===== src/sv/epsc_pkg.sv =====
// Shared constants and types for the encoder PI speed controller.
// No dependencies; imported by encoder_pi_speed_controller_unit.
package epsc_pkg;

    localparam int COUNT_WIDTH_DEF = 32;

    localparam int CFG_W    = 16;
    localparam int CFG_IDX_W = 3;
    localparam int SPEED_W  = 24;
    localparam int ERR_W    = 25;
    localparam int DUTY_W   = 8;
    localparam int TICK_W   = 16;

    // speed = |diff| * 15000 * 1024 / (cpr * dt)
    localparam int SPD_SCALE = 15000;
    localparam int SPD_SHIFT = 10;
    localparam int MILLI     = 1000;
    localparam int FF_SCALE  = 256000;
    // floor(x / 1000) = (x * DIV1000_RECIP) >> DIV1000_SHIFT for x < 2**18
    localparam int DIV1000_RECIP = 268436;
    localparam int DIV1000_SHIFT = 28;
    // duty saturates at 256 * 65536000
    localparam longint DUTY_FULL = 64'd16777216000;

    typedef enum logic [CFG_IDX_W-1:0] {
        CFG_TARGET_SPEED   = 3'd0,
        CFG_PROP_GAIN      = 3'd1,
        CFG_INTEG_GAIN     = 3'd2,
        CFG_FRICTION_FF    = 3'd3,
        CFG_INTEGRAL_LIMIT = 3'd4,
        CFG_ENC_CPR        = 3'd5,
        CFG_SAMPLE_PERIOD  = 3'd6
    } t_cfg_reg;

endpackage


===== src/sv/encoder_pi_speed_controller_unit.sv =====
// Encoder speed measurement and PI motor speed controller, top level.
// Depends on epsc_pkg for constants and the register index type.
//
// Encoder edges (tuser = 0) update the position count; millisecond ticks
// (tuser = 1) advance the window counter. A tick that closes the sample window
// starts a control update run by a small sequencer around one shared 33x27
// signed multiplier and a radix-2 restoring divider: the request side is not
// ready while the update runs (14 sequencer steps and 24 divide steps; the
// divide steps are skipped when the measured speed saturates, and one
// sequencer step when the duty clamps). The result waits in its own output
// register, so counting resumes while it is pending. Configuration is always
// ready; zero sample period and zero counts per revolution act as 1.
module encoder_pi_speed_controller_unit
    import epsc_pkg::*;
#(
    parameter int COUNT_WIDTH = COUNT_WIDTH_DEF
) (
    input  logic                 i_clk,
    input  logic                 i_rst_n,
    input  logic                 s_axis_tvalid,
    output logic                 s_axis_tready,
    input  logic [7:0]           s_axis_tdata,   // [0] chan_b_level
    input  logic                 s_axis_tuser,   // [0] kind
    output logic                 m_axis_tvalid,
    input  logic                 m_axis_tready,
    output logic [63:0]          m_axis_tdata,   // [7:0] pwm_duty, [31:8] measured_speed,
                                                 // [56:32] speed_error
    input  logic                 i_cfg_valid,
    output logic                 o_cfg_ready,
    input  logic [CFG_IDX_W-1:0] i_cfg_index,
    input  logic [CFG_W-1:0]     i_cfg_data
);

    localparam int MAG_W   = 41;
    localparam int MW      = (COUNT_WIDTH > MAG_W) ? COUNT_WIDTH : MAG_W;
    localparam int DVD_W   = 64;
    localparam int DEN_W   = 32;
    localparam int DIV_STEPS = SPEED_W;
    localparam int CNT_W   = $clog2(DIV_STEPS);
    localparam int LIM_W   = 26;
    localparam int INT_W   = 27;
    localparam int SUM_W   = 42;
    localparam int NUM_W   = 53;
    localparam int MA_W    = 33;
    localparam int MB_W    = 27;
    localparam int MP_W    = MA_W + MB_W;

    typedef enum logic [3:0] {
        S_IDLE,
        S_MUL_LO,
        S_MUL_HI,
        S_MUL_DEN,
        S_DIV_CHK,
        S_DIV,
        S_ERR,
        S_MUL_EDT,
        S_INTEG,
        S_MUL_PE,
        S_MUL_IA,
        S_MUL_FF,
        S_SUM,
        S_DUTY,
        S_DUTY2,
        S_DONE
    } t_state;

    t_state r_state;

    logic [CFG_W-1:0] r_target;
    logic [CFG_W-1:0] r_kp;
    logic [CFG_W-1:0] r_ki;
    logic [CFG_W-1:0] r_ff;
    logic [CFG_W-1:0] r_ilim;
    logic [CFG_W-1:0] r_cpr;
    logic [CFG_W-1:0] r_period;

    logic [COUNT_WIDTH-1:0] r_pos;
    logic [COUNT_WIDTH-1:0] r_last;
    logic [TICK_W-1:0]      r_ticks;
    logic signed [INT_W-1:0] r_integ;

    logic [TICK_W-1:0]       r_dt;
    logic [MAG_W-1:0]        r_mag;
    logic                    r_big;
    logic [37:0]             r_plo;
    logic [DVD_W-1:0]        r_dvd;
    logic [DEN_W-1:0]        r_rem;
    logic [DEN_W-1:0]        r_den;
    logic [CNT_W-1:0]        r_cnt;
    logic [SPEED_W-1:0]      r_speed;
    logic signed [ERR_W-1:0] r_err;
    logic [LIM_W-1:0]        r_lim;
    logic signed [NUM_W-1:0] r_num;
    logic [DUTY_W-1:0]       r_duty;
    logic signed [MP_W-1:0]  r_prod;

    logic                    r_out_valid;
    logic [DUTY_W-1:0]       r_o_duty;
    logic [SPEED_W-1:0]      r_o_speed;
    logic [ERR_W-1:0]        r_o_err;

    logic signed [MA_W-1:0] mul_a;
    logic signed [MB_W-1:0] mul_b;

    logic                   in_acc;
    logic                   out_acc;
    logic [TICK_W-1:0]      ticks_inc;
    logic [TICK_W-1:0]      period_eff;
    logic [CFG_W-1:0]       cpr_eff;
    logic [COUNT_WIDTH-1:0] pos_diff;
    logic [COUNT_WIDTH-1:0] pos_mag;
    logic [MW-1:0]          mag_ext;
    logic [53:0]            spd_prod;
    logic [DEN_W:0]         rem_sh;
    logic signed [SUM_W-1:0] integ_sum;
    logic signed [SUM_W-1:0] lim_pos;
    logic signed [SUM_W-1:0] lim_neg;

    assign in_acc  = s_axis_tvalid && s_axis_tready;
    assign out_acc = r_out_valid && m_axis_tready;

    assign s_axis_tready = (r_state == S_IDLE);
    assign o_cfg_ready   = 1'b1;
    assign m_axis_tvalid = r_out_valid;
    assign m_axis_tdata  = {7'd0, r_o_err, r_o_speed, r_o_duty};

    assign ticks_inc  = r_ticks + TICK_W'(1);
    assign period_eff = (r_period == '0) ? TICK_W'(1) : r_period;
    assign cpr_eff    = (r_cpr == '0) ? CFG_W'(1) : r_cpr;
    assign pos_diff   = r_pos - r_last;
    assign pos_mag    = pos_diff[COUNT_WIDTH-1] ? (COUNT_WIDTH'(0) - pos_diff) : pos_diff;
    assign mag_ext    = MW'(pos_mag);

    assign spd_prod = {r_prod[29:0], 24'd0} + {16'd0, r_plo};
    assign rem_sh   = {r_rem, r_dvd[SPEED_W-1]};

    assign integ_sum = SUM_W'(r_integ) + SUM_W'($signed(r_prod[40:0]));
    assign lim_pos   = $signed({{(SUM_W-LIM_W){1'b0}}, r_lim});
    assign lim_neg   = -lim_pos;

    always_comb begin
        mul_a = '0;
        mul_b = '0;
        case (r_state)
            S_MUL_LO: begin
                mul_a = MA_W'(r_mag[23:0]);
                mul_b = MB_W'(SPD_SCALE);
            end
            S_MUL_HI: begin
                mul_a = MA_W'(r_mag[MAG_W-1:24]);
                mul_b = MB_W'(SPD_SCALE);
            end
            S_MUL_DEN: begin
                mul_a = MA_W'(cpr_eff);
                mul_b = MB_W'(r_dt);
            end
            S_ERR: begin
                mul_a = MA_W'(r_ilim);
                mul_b = MB_W'(MILLI);
            end
            S_MUL_EDT: begin
                mul_a = MA_W'(r_err);
                mul_b = MB_W'(r_dt);
            end
            S_INTEG: begin
                mul_a = MA_W'(r_kp);
                mul_b = MB_W'(MILLI);
            end
            S_MUL_PE: begin
                mul_a = MA_W'(r_prod[LIM_W-1:0]);
                mul_b = MB_W'(r_err);
            end
            S_MUL_IA: begin
                mul_a = MA_W'(r_integ);
                mul_b = MB_W'(r_ki);
            end
            S_MUL_FF: begin
                mul_a = MA_W'(r_ff);
                mul_b = MB_W'(FF_SCALE);
            end
            S_DUTY: begin
                mul_a = MA_W'(r_num[33:16]);
                mul_b = MB_W'(DIV1000_RECIP);
            end
            default: begin
                mul_a = '0;
                mul_b = '0;
            end
        endcase
    end

    always_ff @(posedge i_clk) begin
        r_prod <= mul_a * mul_b;
    end

    always_ff @(posedge i_clk) begin
        if (!i_rst_n) begin
            r_state     <= S_IDLE;
            r_out_valid <= 1'b0;
            r_target    <= CFG_W'(768);
            r_kp        <= CFG_W'(1024);
            r_ki        <= CFG_W'(256);
            r_ff        <= CFG_W'(5632);
            r_ilim      <= CFG_W'(12800);
            r_cpr       <= CFG_W'(700);
            r_period    <= CFG_W'(250);
            r_pos       <= '0;
            r_last      <= '0;
            r_ticks     <= '0;
            r_integ     <= '0;
        end else begin
            if (out_acc && (r_state != S_DONE)) begin
                r_out_valid <= 1'b0;
            end

            if (i_cfg_valid) begin
                case (t_cfg_reg'(i_cfg_index))
                    CFG_TARGET_SPEED:   r_target <= i_cfg_data;
                    CFG_PROP_GAIN:      r_kp     <= i_cfg_data;
                    CFG_INTEG_GAIN:     r_ki     <= i_cfg_data;
                    CFG_FRICTION_FF:    r_ff     <= i_cfg_data;
                    CFG_INTEGRAL_LIMIT: r_ilim   <= i_cfg_data;
                    CFG_ENC_CPR:        r_cpr    <= i_cfg_data;
                    CFG_SAMPLE_PERIOD:  r_period <= i_cfg_data;
                    default: ;
                endcase
            end

            case (r_state)
                S_IDLE: begin
                    if (in_acc) begin
                        if (!s_axis_tuser) begin
                            if (s_axis_tdata[0]) begin
                                r_pos <= r_pos + COUNT_WIDTH'(1);
                            end else begin
                                r_pos <= r_pos - COUNT_WIDTH'(1);
                            end
                        end else if (ticks_inc < period_eff) begin
                            r_ticks <= ticks_inc;
                        end else begin
                            r_dt    <= ticks_inc;
                            r_mag   <= mag_ext[MAG_W-1:0];
                            r_big   <= (mag_ext > MW'(41'h100_0000_0000));
                            r_last  <= r_pos;
                            r_ticks <= '0;
                            r_state <= S_MUL_LO;
                        end
                    end
                end
                S_MUL_LO: begin
                    r_state <= S_MUL_HI;
                end
                S_MUL_HI: begin
                    r_plo   <= r_prod[37:0];
                    r_state <= S_MUL_DEN;
                end
                S_MUL_DEN: begin
                    r_dvd   <= {spd_prod, {SPD_SHIFT{1'b0}}};
                    r_state <= S_DIV_CHK;
                end
                S_DIV_CHK: begin
                    if (r_big || (r_dvd[DVD_W-1:SPEED_W] >= 40'(r_prod[DEN_W-1:0]))) begin
                        r_speed <= '1;
                        r_state <= S_ERR;
                    end else begin
                        r_rem   <= r_dvd[SPEED_W+DEN_W-1:SPEED_W];
                        r_den   <= r_prod[DEN_W-1:0];
                        r_cnt   <= '0;
                        r_speed <= '0;
                        r_state <= S_DIV;
                    end
                end
                S_DIV: begin
                    if (rem_sh >= {1'b0, r_den}) begin
                        r_rem   <= DEN_W'(rem_sh - {1'b0, r_den});
                        r_speed <= {r_speed[SPEED_W-2:0], 1'b1};
                    end else begin
                        r_rem   <= rem_sh[DEN_W-1:0];
                        r_speed <= {r_speed[SPEED_W-2:0], 1'b0};
                    end
                    r_dvd <= {r_dvd[DVD_W-2:0], 1'b0};
                    r_cnt <= r_cnt + CNT_W'(1);
                    if (r_cnt == CNT_W'(DIV_STEPS - 1)) begin
                        r_state <= S_ERR;
                    end
                end
                S_ERR: begin
                    r_err   <= $signed(ERR_W'(r_target) - ERR_W'(r_speed));
                    r_state <= S_MUL_EDT;
                end
                S_MUL_EDT: begin
                    r_lim   <= r_prod[LIM_W-1:0];
                    r_state <= S_INTEG;
                end
                S_INTEG: begin
                    if (integ_sum > lim_pos) begin
                        r_integ <= INT_W'(lim_pos);
                    end else if (integ_sum < lim_neg) begin
                        r_integ <= INT_W'(lim_neg);
                    end else begin
                        r_integ <= INT_W'(integ_sum);
                    end
                    r_state <= S_MUL_PE;
                end
                S_MUL_PE: begin
                    r_state <= S_MUL_IA;
                end
                S_MUL_IA: begin
                    r_num   <= r_prod[NUM_W-1:0];
                    r_state <= S_MUL_FF;
                end
                S_MUL_FF: begin
                    r_num   <= r_num + r_prod[NUM_W-1:0];
                    r_state <= S_SUM;
                end
                S_SUM: begin
                    r_num   <= r_num + r_prod[NUM_W-1:0];
                    r_state <= S_DUTY;
                end
                S_DUTY: begin
                    if (r_num[NUM_W-1]) begin
                        r_duty  <= '0;
                        r_state <= S_DONE;
                    end else if (r_num >= NUM_W'(DUTY_FULL)) begin
                        r_duty  <= '1;
                        r_state <= S_DONE;
                    end else begin
                        r_state <= S_DUTY2;
                    end
                end
                S_DUTY2: begin
                    r_duty  <= r_prod[DIV1000_SHIFT+DUTY_W-1:DIV1000_SHIFT];
                    r_state <= S_DONE;
                end
                S_DONE: begin
                    if (!r_out_valid || m_axis_tready) begin
                        r_out_valid <= 1'b1;
                        r_o_duty    <= r_duty;
                        r_o_speed   <= r_speed;
                        r_o_err     <= r_err;
                        r_state     <= S_IDLE;
                    end
                end
                default: begin
                    r_state <= S_IDLE;
                end
            endcase
        end
    end

endmodule


===== config.mk =====
export PLATFORM = sky130hd
export DESIGN_NAME = encoder_pi_speed_controller_unit
export DESIGN_NICKNAME = d
export VERILOG_FILES = /design/src/sv/epsc_pkg.sv /design/src/sv/encoder_pi_speed_controller_unit.sv
export SDC_FILE = /design/constraint.sdc
export NUM_CORES = 2
export LEC_CHECK = 0
export BUFFER_PORTS_ARGS = -buffer_cell sky130_fd_sc_hd__clkbuf_2
export CAP_MARGIN = 20
export CORE_MARGIN = 2
export CORE_UTILIZATION = 40
export DETAILED_ROUTE_END_ITERATION = 7
export SETUP_SLACK_MARGIN = 0.15
export SLEW_MARGIN = 5
export SYNTH_ARGS = -nofsm -noshare
export SYNTH_HDL_FRONTEND = slang
export SYNTH_SLANG_ARGS = --single-unit

===== constraint.sdc =====
create_clock -name i_clk -period 9.2 [get_ports i_clk]
set_clock_uncertainty 0.2 [all_clocks]
set_input_delay 0.92 -clock i_clk [delete_from_list [all_inputs] [get_ports i_clk]]
set_output_delay 0.92 -clock i_clk [all_outputs]
set_load 0.02 [all_outputs]

# Yosys cells after proc, flatten, opt, wreduce, memory -nomap -nowiden
# Cells that the tools add are included.
[word_totals] ff_bits=690 in_bits=33
[op_classes] n_addsub=12 n_mul=1 order_cmp=7 eq_ne=30 mux=34 bitwise_logic=3 n_reduce_logical=40
[ops] cell="one-hot mux 33 bit (10 select lines)" count=1
[ops] cell="one-hot mux 27 bit (7 select lines)" count=1
[ops] cell="2-to-1 mux 32 bit" count=4
[ops] cell="one-hot mux 64 bit (2 select lines)" count=1
[ops] cell="one-hot mux 53 bit (2 select lines)" count=1
[ops] cell="one-hot mux 32 bit (2 select lines)" count=1
[ops] cell="one-hot mux 4 bit (16 select lines)" count=1
[ops] cell="subtractor 32 bit" count=2
[ops] cell="adder 54 x 38 -> 54 bit" count=1
[ops] cell="2-to-1 mux 27 bit" count=2
[ops] cell="adder 53 bit" count=1
[ops] cell="greater-or-equal comparator 53 x 35 -> 1 bit, second input constant" count=1
[ops] cell="multiplier 33 x 27 -> 53 bit" count=1
[ops] cell="2-to-1 mux 16 bit" count=3
[ops] cell="one-hot mux 24 bit (2 select lines)" count=1
[ops] cell="adder 27 x 41 -> 42 bit" count=1
[ops] cell="> comparator 42 x 27 -> 1 bit" count=1
[ops] cell="< comparator 42 bit" count=1
[ops] cell="negation 26 -> 42 bit" count=1
[ops] cell="> comparator 32 x 41 -> 1 bit, second input constant" count=1
[ops] cell="greater-or-equal comparator 40 x 32 -> 1 bit" count=1
[ops] cell="greater-or-equal comparator 33 x 32 -> 1 bit" count=1
[ops] cell="adder 32 x 1 -> 32 bit, second input constant" count=1
[ops] cell="equality test 4 bit, second input constant" count=8
[ops] cell="38 further kinds" count=89

# Depth between registers and ports, before layout
[depth] word_depth=7 ltp_mapped=39 mapped_depth_nobuf=35

# Worst setup path after synthesis
# No wires, ideal clock.
[synth_path] path_kind="register to register" start="register r_state[0]" end="register r_prod[52]" setup_ps=72 t_arrival_ps=9210 required_time_ps=8928 slack_ps=-283 path_stages_with_launch=34 path_buffers=6 period_less_slack_ps=9483 path_cell_list="dfxtp_1 > clkbuf_1 > nand2_1 > nor3_1 > clkbuf_1 > clkbuf_1 > buf_1 > a21o_1 > clkbuf_1 > clkbuf_1 > nand2_1 > fa_1 > inv_1 > fa_1 > fa_1 > fa_1 > fa_1 > fa_1 > inv_1 > fa_1 > inv_1 > ha_1 > a21o_1 > a21o_1 > a21o_1 > a21o_1 > a21oi_1 > o31a_1 > o31ai_1 > or3_1 > a31o_2 > a221o_1 > a21oi_1 > xnor2_1"
[synth_between] elab_chain_len=4 elab_cells_between_ends=16 classes_between="1 x mul; 10 x eq/ne; 2 x mux; 3 x reduce/logical"
[synth_lines] element="start, declared" line_no="encoder_pi_speed_controller_unit.sv:67" rtl="t_state r_state;"
[synth_lines] element="start signal, assigned" line_no="encoder_pi_speed_controller_unit.sv:198" rtl="r_state <= S_IDLE;"
[synth_lines] element="start signal, assigned" line_no="encoder_pi_speed_controller_unit.sv:246" rtl="r_state <= S_MUL_LO;"
[synth_lines] element="start signal, assigned" line_no="encoder_pi_speed_controller_unit.sv:251" rtl="r_state <= S_MUL_HI;"
[synth_lines] element="equality test 4 bit, or another cell as far along" line_no="encoder_pi_speed_controller_unit.sv:144" rtl="case (r_state)"
[synth_lines] element="OR reduction 2 bit (no line)"
[synth_lines] element="one-hot mux 27 bit (7 select lines)" line_no="encoder_pi_speed_controller_unit.sv:144"
[synth_lines] element="multiplier 33 x 27 -> 53 bit (*)" line_no="encoder_pi_speed_controller_unit.sv:193" rtl="r_prod <= mul_a * mul_b;"
[synth_lines] element="end signal, assigned" line_no="encoder_pi_speed_controller_unit.sv:193"
[synth_lines] element="end, declared" line_no="encoder_pi_speed_controller_unit.sv:95" rtl="logic signed [MP_W-1:0] r_prod;"
# Every way passes the cells marked *; elsewhere a longest branch is shown, timed or not.
# A chain may end at the register's enable or synchronous reset.

# Worst setup path after layout
# Ends and elaborated chain as after synthesis.

==> flow_metrics.tcl <==
set metrics [dict create \
    die_height_um 413 \
    grt_overflow_total 0 \
    drive_gt1_share_pct 11.5 \
    post-dp-hpwl_um 177000 \
    required_ns 9.55 \
    synthFlopType "edfxtp_1" \
    fin_crit_sh_pct 96.5 \
    numCtsBuffers 77 \
    fp-row-count 150 \
    start_kind "register" \
    clk_path_buf_depth 3 \
    cpMostUsedCell "fa_1" \
    areaGrowthSynthToFinish_pct 15.2 \
    place_inst 9921 \
    p_per_area_nw_per_um2 155 \
    drv_slew 0 \
    die_area_um2 171000 \
    grt_pass1_wl_um 338000 \
    max_freq_mhz 113 \
    dr.pass1.iters 6 \
    yosysUniqueCellTypes 105 \
    min_from "r_duty[5]" \
    cts_tree "built" \
    whs_endpoint "r_o_duty[5]" \
    drt_wl_total_um 223000 \
    worst_setup_path_end_kind "register" \
    grtUsageTotal_pct 26.1 \
    status "finished, final reports clean" \
    hold_viol 0 \
    fin_crit_ns 8.88 \
    finalSetupViolations 0 \
    hp-class "register to register" \
    post-place-ws_ns -0.0668 \
    clock_latency_ns 0.73 \
    drc_errors 0 \
    synth-edff-count 402 \
    synthCells 7440 \
    fin_cells 10103 \
    num_io_pins 100 \
    vias 54920 \
    antenna_left 0 \
    synth_seq_cells 679 \
    setup_ws_ns 0.323 \
    place_area_um2 73500 \
    leakagePower_nw 35.3 \
    cts.sinks 679 \
    gp_congestion 0.973 \
    async_flop_share_pct 0 \
    rrSetupSlack_ns 0.32 \
    coreArea_um2 167000 \
    slew-limit-headroom_pct 29.7 \
    cts-root-buf "clkbuf_16" \
    rr_startpoint "r_state[0]" \
    arrival_ns 9.23 \
    viasPerCell 5.44 \
    grt_max_degree 79 \
    cts_hold_buf 0 \
    avgSynthCellArea_um2 9.00 \
    synth.cell_area_um2 66900 \
    cap_violations 0 \
    final_cell_mix "1182 x nand2_1, 1140 x inv_1, 747 x fa_1, 482 x ha_1, 433 x buf_4" \
    critPathMaxStageDelay_ns 0.59 \
    drt-initial-drc-count 4887 \
    final_common_cell "nand2_1" \
    tightest_slew_ns 1.03 \
    rsz0062_at_grt "yes" \
    clkTransAtPathRegs_ns 0.07 \
    antenna_found_initial 18 \
    r2r_cells 34 \
    initial_core_util_pct 40.2 \
    crit_type "register to register" \
    ir_drop_mv 0.156 \
    slowest_stage "fa_2" \
    cp_max_fo 6 \
    numPortBuffers 84 \
    reg2reg_to "r_prod[52]" \
    min_path_cells 0 \
    yosysWarnings 0 \
    ys_seq_area_share_pct 26.3 \
    fin_tns_setup_ns 0 \
    wl_per_cell_um 22.1 \
    finalInstanceArea_um2 77100 \
    grt_pass1_vias 54864 \
    finish.net_count 9109 \
    htreeDepth 3 \
    die_x_um 413 \
]
[worst max-delay path, delay by kind of cell, from the launching register on]
family,cells,cell delay [ns]
fa+ha+maj,8,3.76
simple gates,4,0.62
flops,1,0.37
xor+xnor,1,0.07
buf+inv,8,0.88
compound gates,13,2.82
[power by group]
part | total [mW] | internal, mW | switching (mW)
clock | 3.38 | 1.97 | 1.41
sequential | 3.56 | 3.46 | 0.0930
combinational | 5.05 | 2.02 | 3.03
total | 12.0 | 7.45 | 4.53
[Yosys cell counts, types with 9 or more instances]
library cell	instances	share of area (%)
xnor2_1	215	2.8
buf_1	25	0.14
inv_1	1145	6.4
nor3_1	84	0.63
o211ai_1	31	0.35
a2111oi_0	16	0.21
and2_1	73	0.68
ha_1	490	9.2
and4_1	13	0.17
nor2_1	435	2.4
nor4_1	30	0.28
a221o_1	18	0.27
nand3_1	138	1.0
o21a_1	47	0.53
a21boi_0	17	0.19
a21oi_1	437	3.3
a21o_1	187	2.1
a211oi_1	40	0.45
o21ai_0	309	2.3
a221oi_1	10	0.13
or2_2	9	0.084
edfxtp_1	402	18
and3_1	42	0.39
nand4_1	57	0.53
dfxtp_1	277	8.3
nand2_1	1187	6.7
a22oi_1	55	0.62
a211o_1	15	0.20
a31oi_1	46	0.43
a31o_2	10	0.13
nand2b_1	43	0.40
xor2_1	102	1.3
clkbuf_1	257	1.4
o21ai_1	28	0.21
buf_2	12	0.090
o31ai_1	36	0.40
buf_4	11	0.12
fa_1	759	23
o21bai_1	35	0.39
mux2i_1	56	0.84
nor2b_1	48	0.45
a22o_1	20	0.26
or3_1	24	0.22
[flip-flops by register name, summed over array words and instances (netlist names), 38 cells and up]
name / count
r_prod: 53
r_plo: 38
r_num: 53
r_dvd: 54
[layout make-up]
| class | instances | area (um2) |
|---|---|---|
| antenna | 7 | 17.5 |
| clock buffer | 101 | 2140 |
| clock inverter | 43 | 583 |
| fill | 16091 | 89500 |
| inverter | 1146 | 4310 |
| multi-input combinational | 5327 | 44500 |
| sequential | 679 | 17600 |
| tap | 2204 | 2760 |
| timing repair buffer | 596 | 5170 |
[routing by layer]
layer / wire length (um) / track usage [%] / part of all wire (%) / up-vias
li1: - / - / - / 25337
met1: 95600 / 36.0 / 43 / 27206
met2: 100000 / 41.3 / 45 / 1969
met3: 18700 / 4.80 / 8.4 / 388
met4: 8820 / 8.87 / 4.0 / 20
met5: 117 / 0 / 0.052 / -
[how the worst max path moves through the flow]
stage	start	end	slack, ns	cells past startpoint
floorplan	r_state[0]	r_prod[52]	0.14	33
global placement	r_state[3]	r_prod[52]	-0.38	31
detailed placement	r_state[0]	r_prod[52]	-0.07	36
CTS	r_state[2]	r_prod[51]	0.14	35
global route	r_state[2]	r_prod[52]	-0.006	34
finish	r_state[0]	r_prod[52]	0.32	34
[timing repair]
item,CTS,global route
pin swaps,6,57
gates resized for setup,21,111
buffers inserted,1,23
cloned,0,4
endpoints found under the setup margin,12,17
[kinds of logic (layout without fill, tap and decap cells)]
group / count (synthesis) / count (layout) / share of synthesized area [%]
other: 2 / 31 / 0.0112
AND/OR/NAND/NOR: 2228 / 2228 / 14.5
buffers and inverters: 1456 / 1886 / 8.31
XOR/XNOR: 317 / 317 / 4.15
adder cells (fa/ha/maj): 1249 / 1249 / 31.9
AO/OA/AOI/OAI: 1450 / 1450 / 13.9
multiplexers: 59 / 59 / 0.888
flip-flops: 679 / 679 / 26.3
[metrics by stage]
step	total power [mW]	util [%]	hold slack [ns]
2_1_floorplan	6.73	-	0.200
3_3_place_gp	8.43	44.1	0.209
3_5_place_dp	8.51	44.1	0.210
4_1_cts	11.9	45.8	0.214
5_1_grt	12.6	46.3	0.235
6_report	12.0	46.3	0.210
Note: power is estimated with default switching activity, not from simulation.
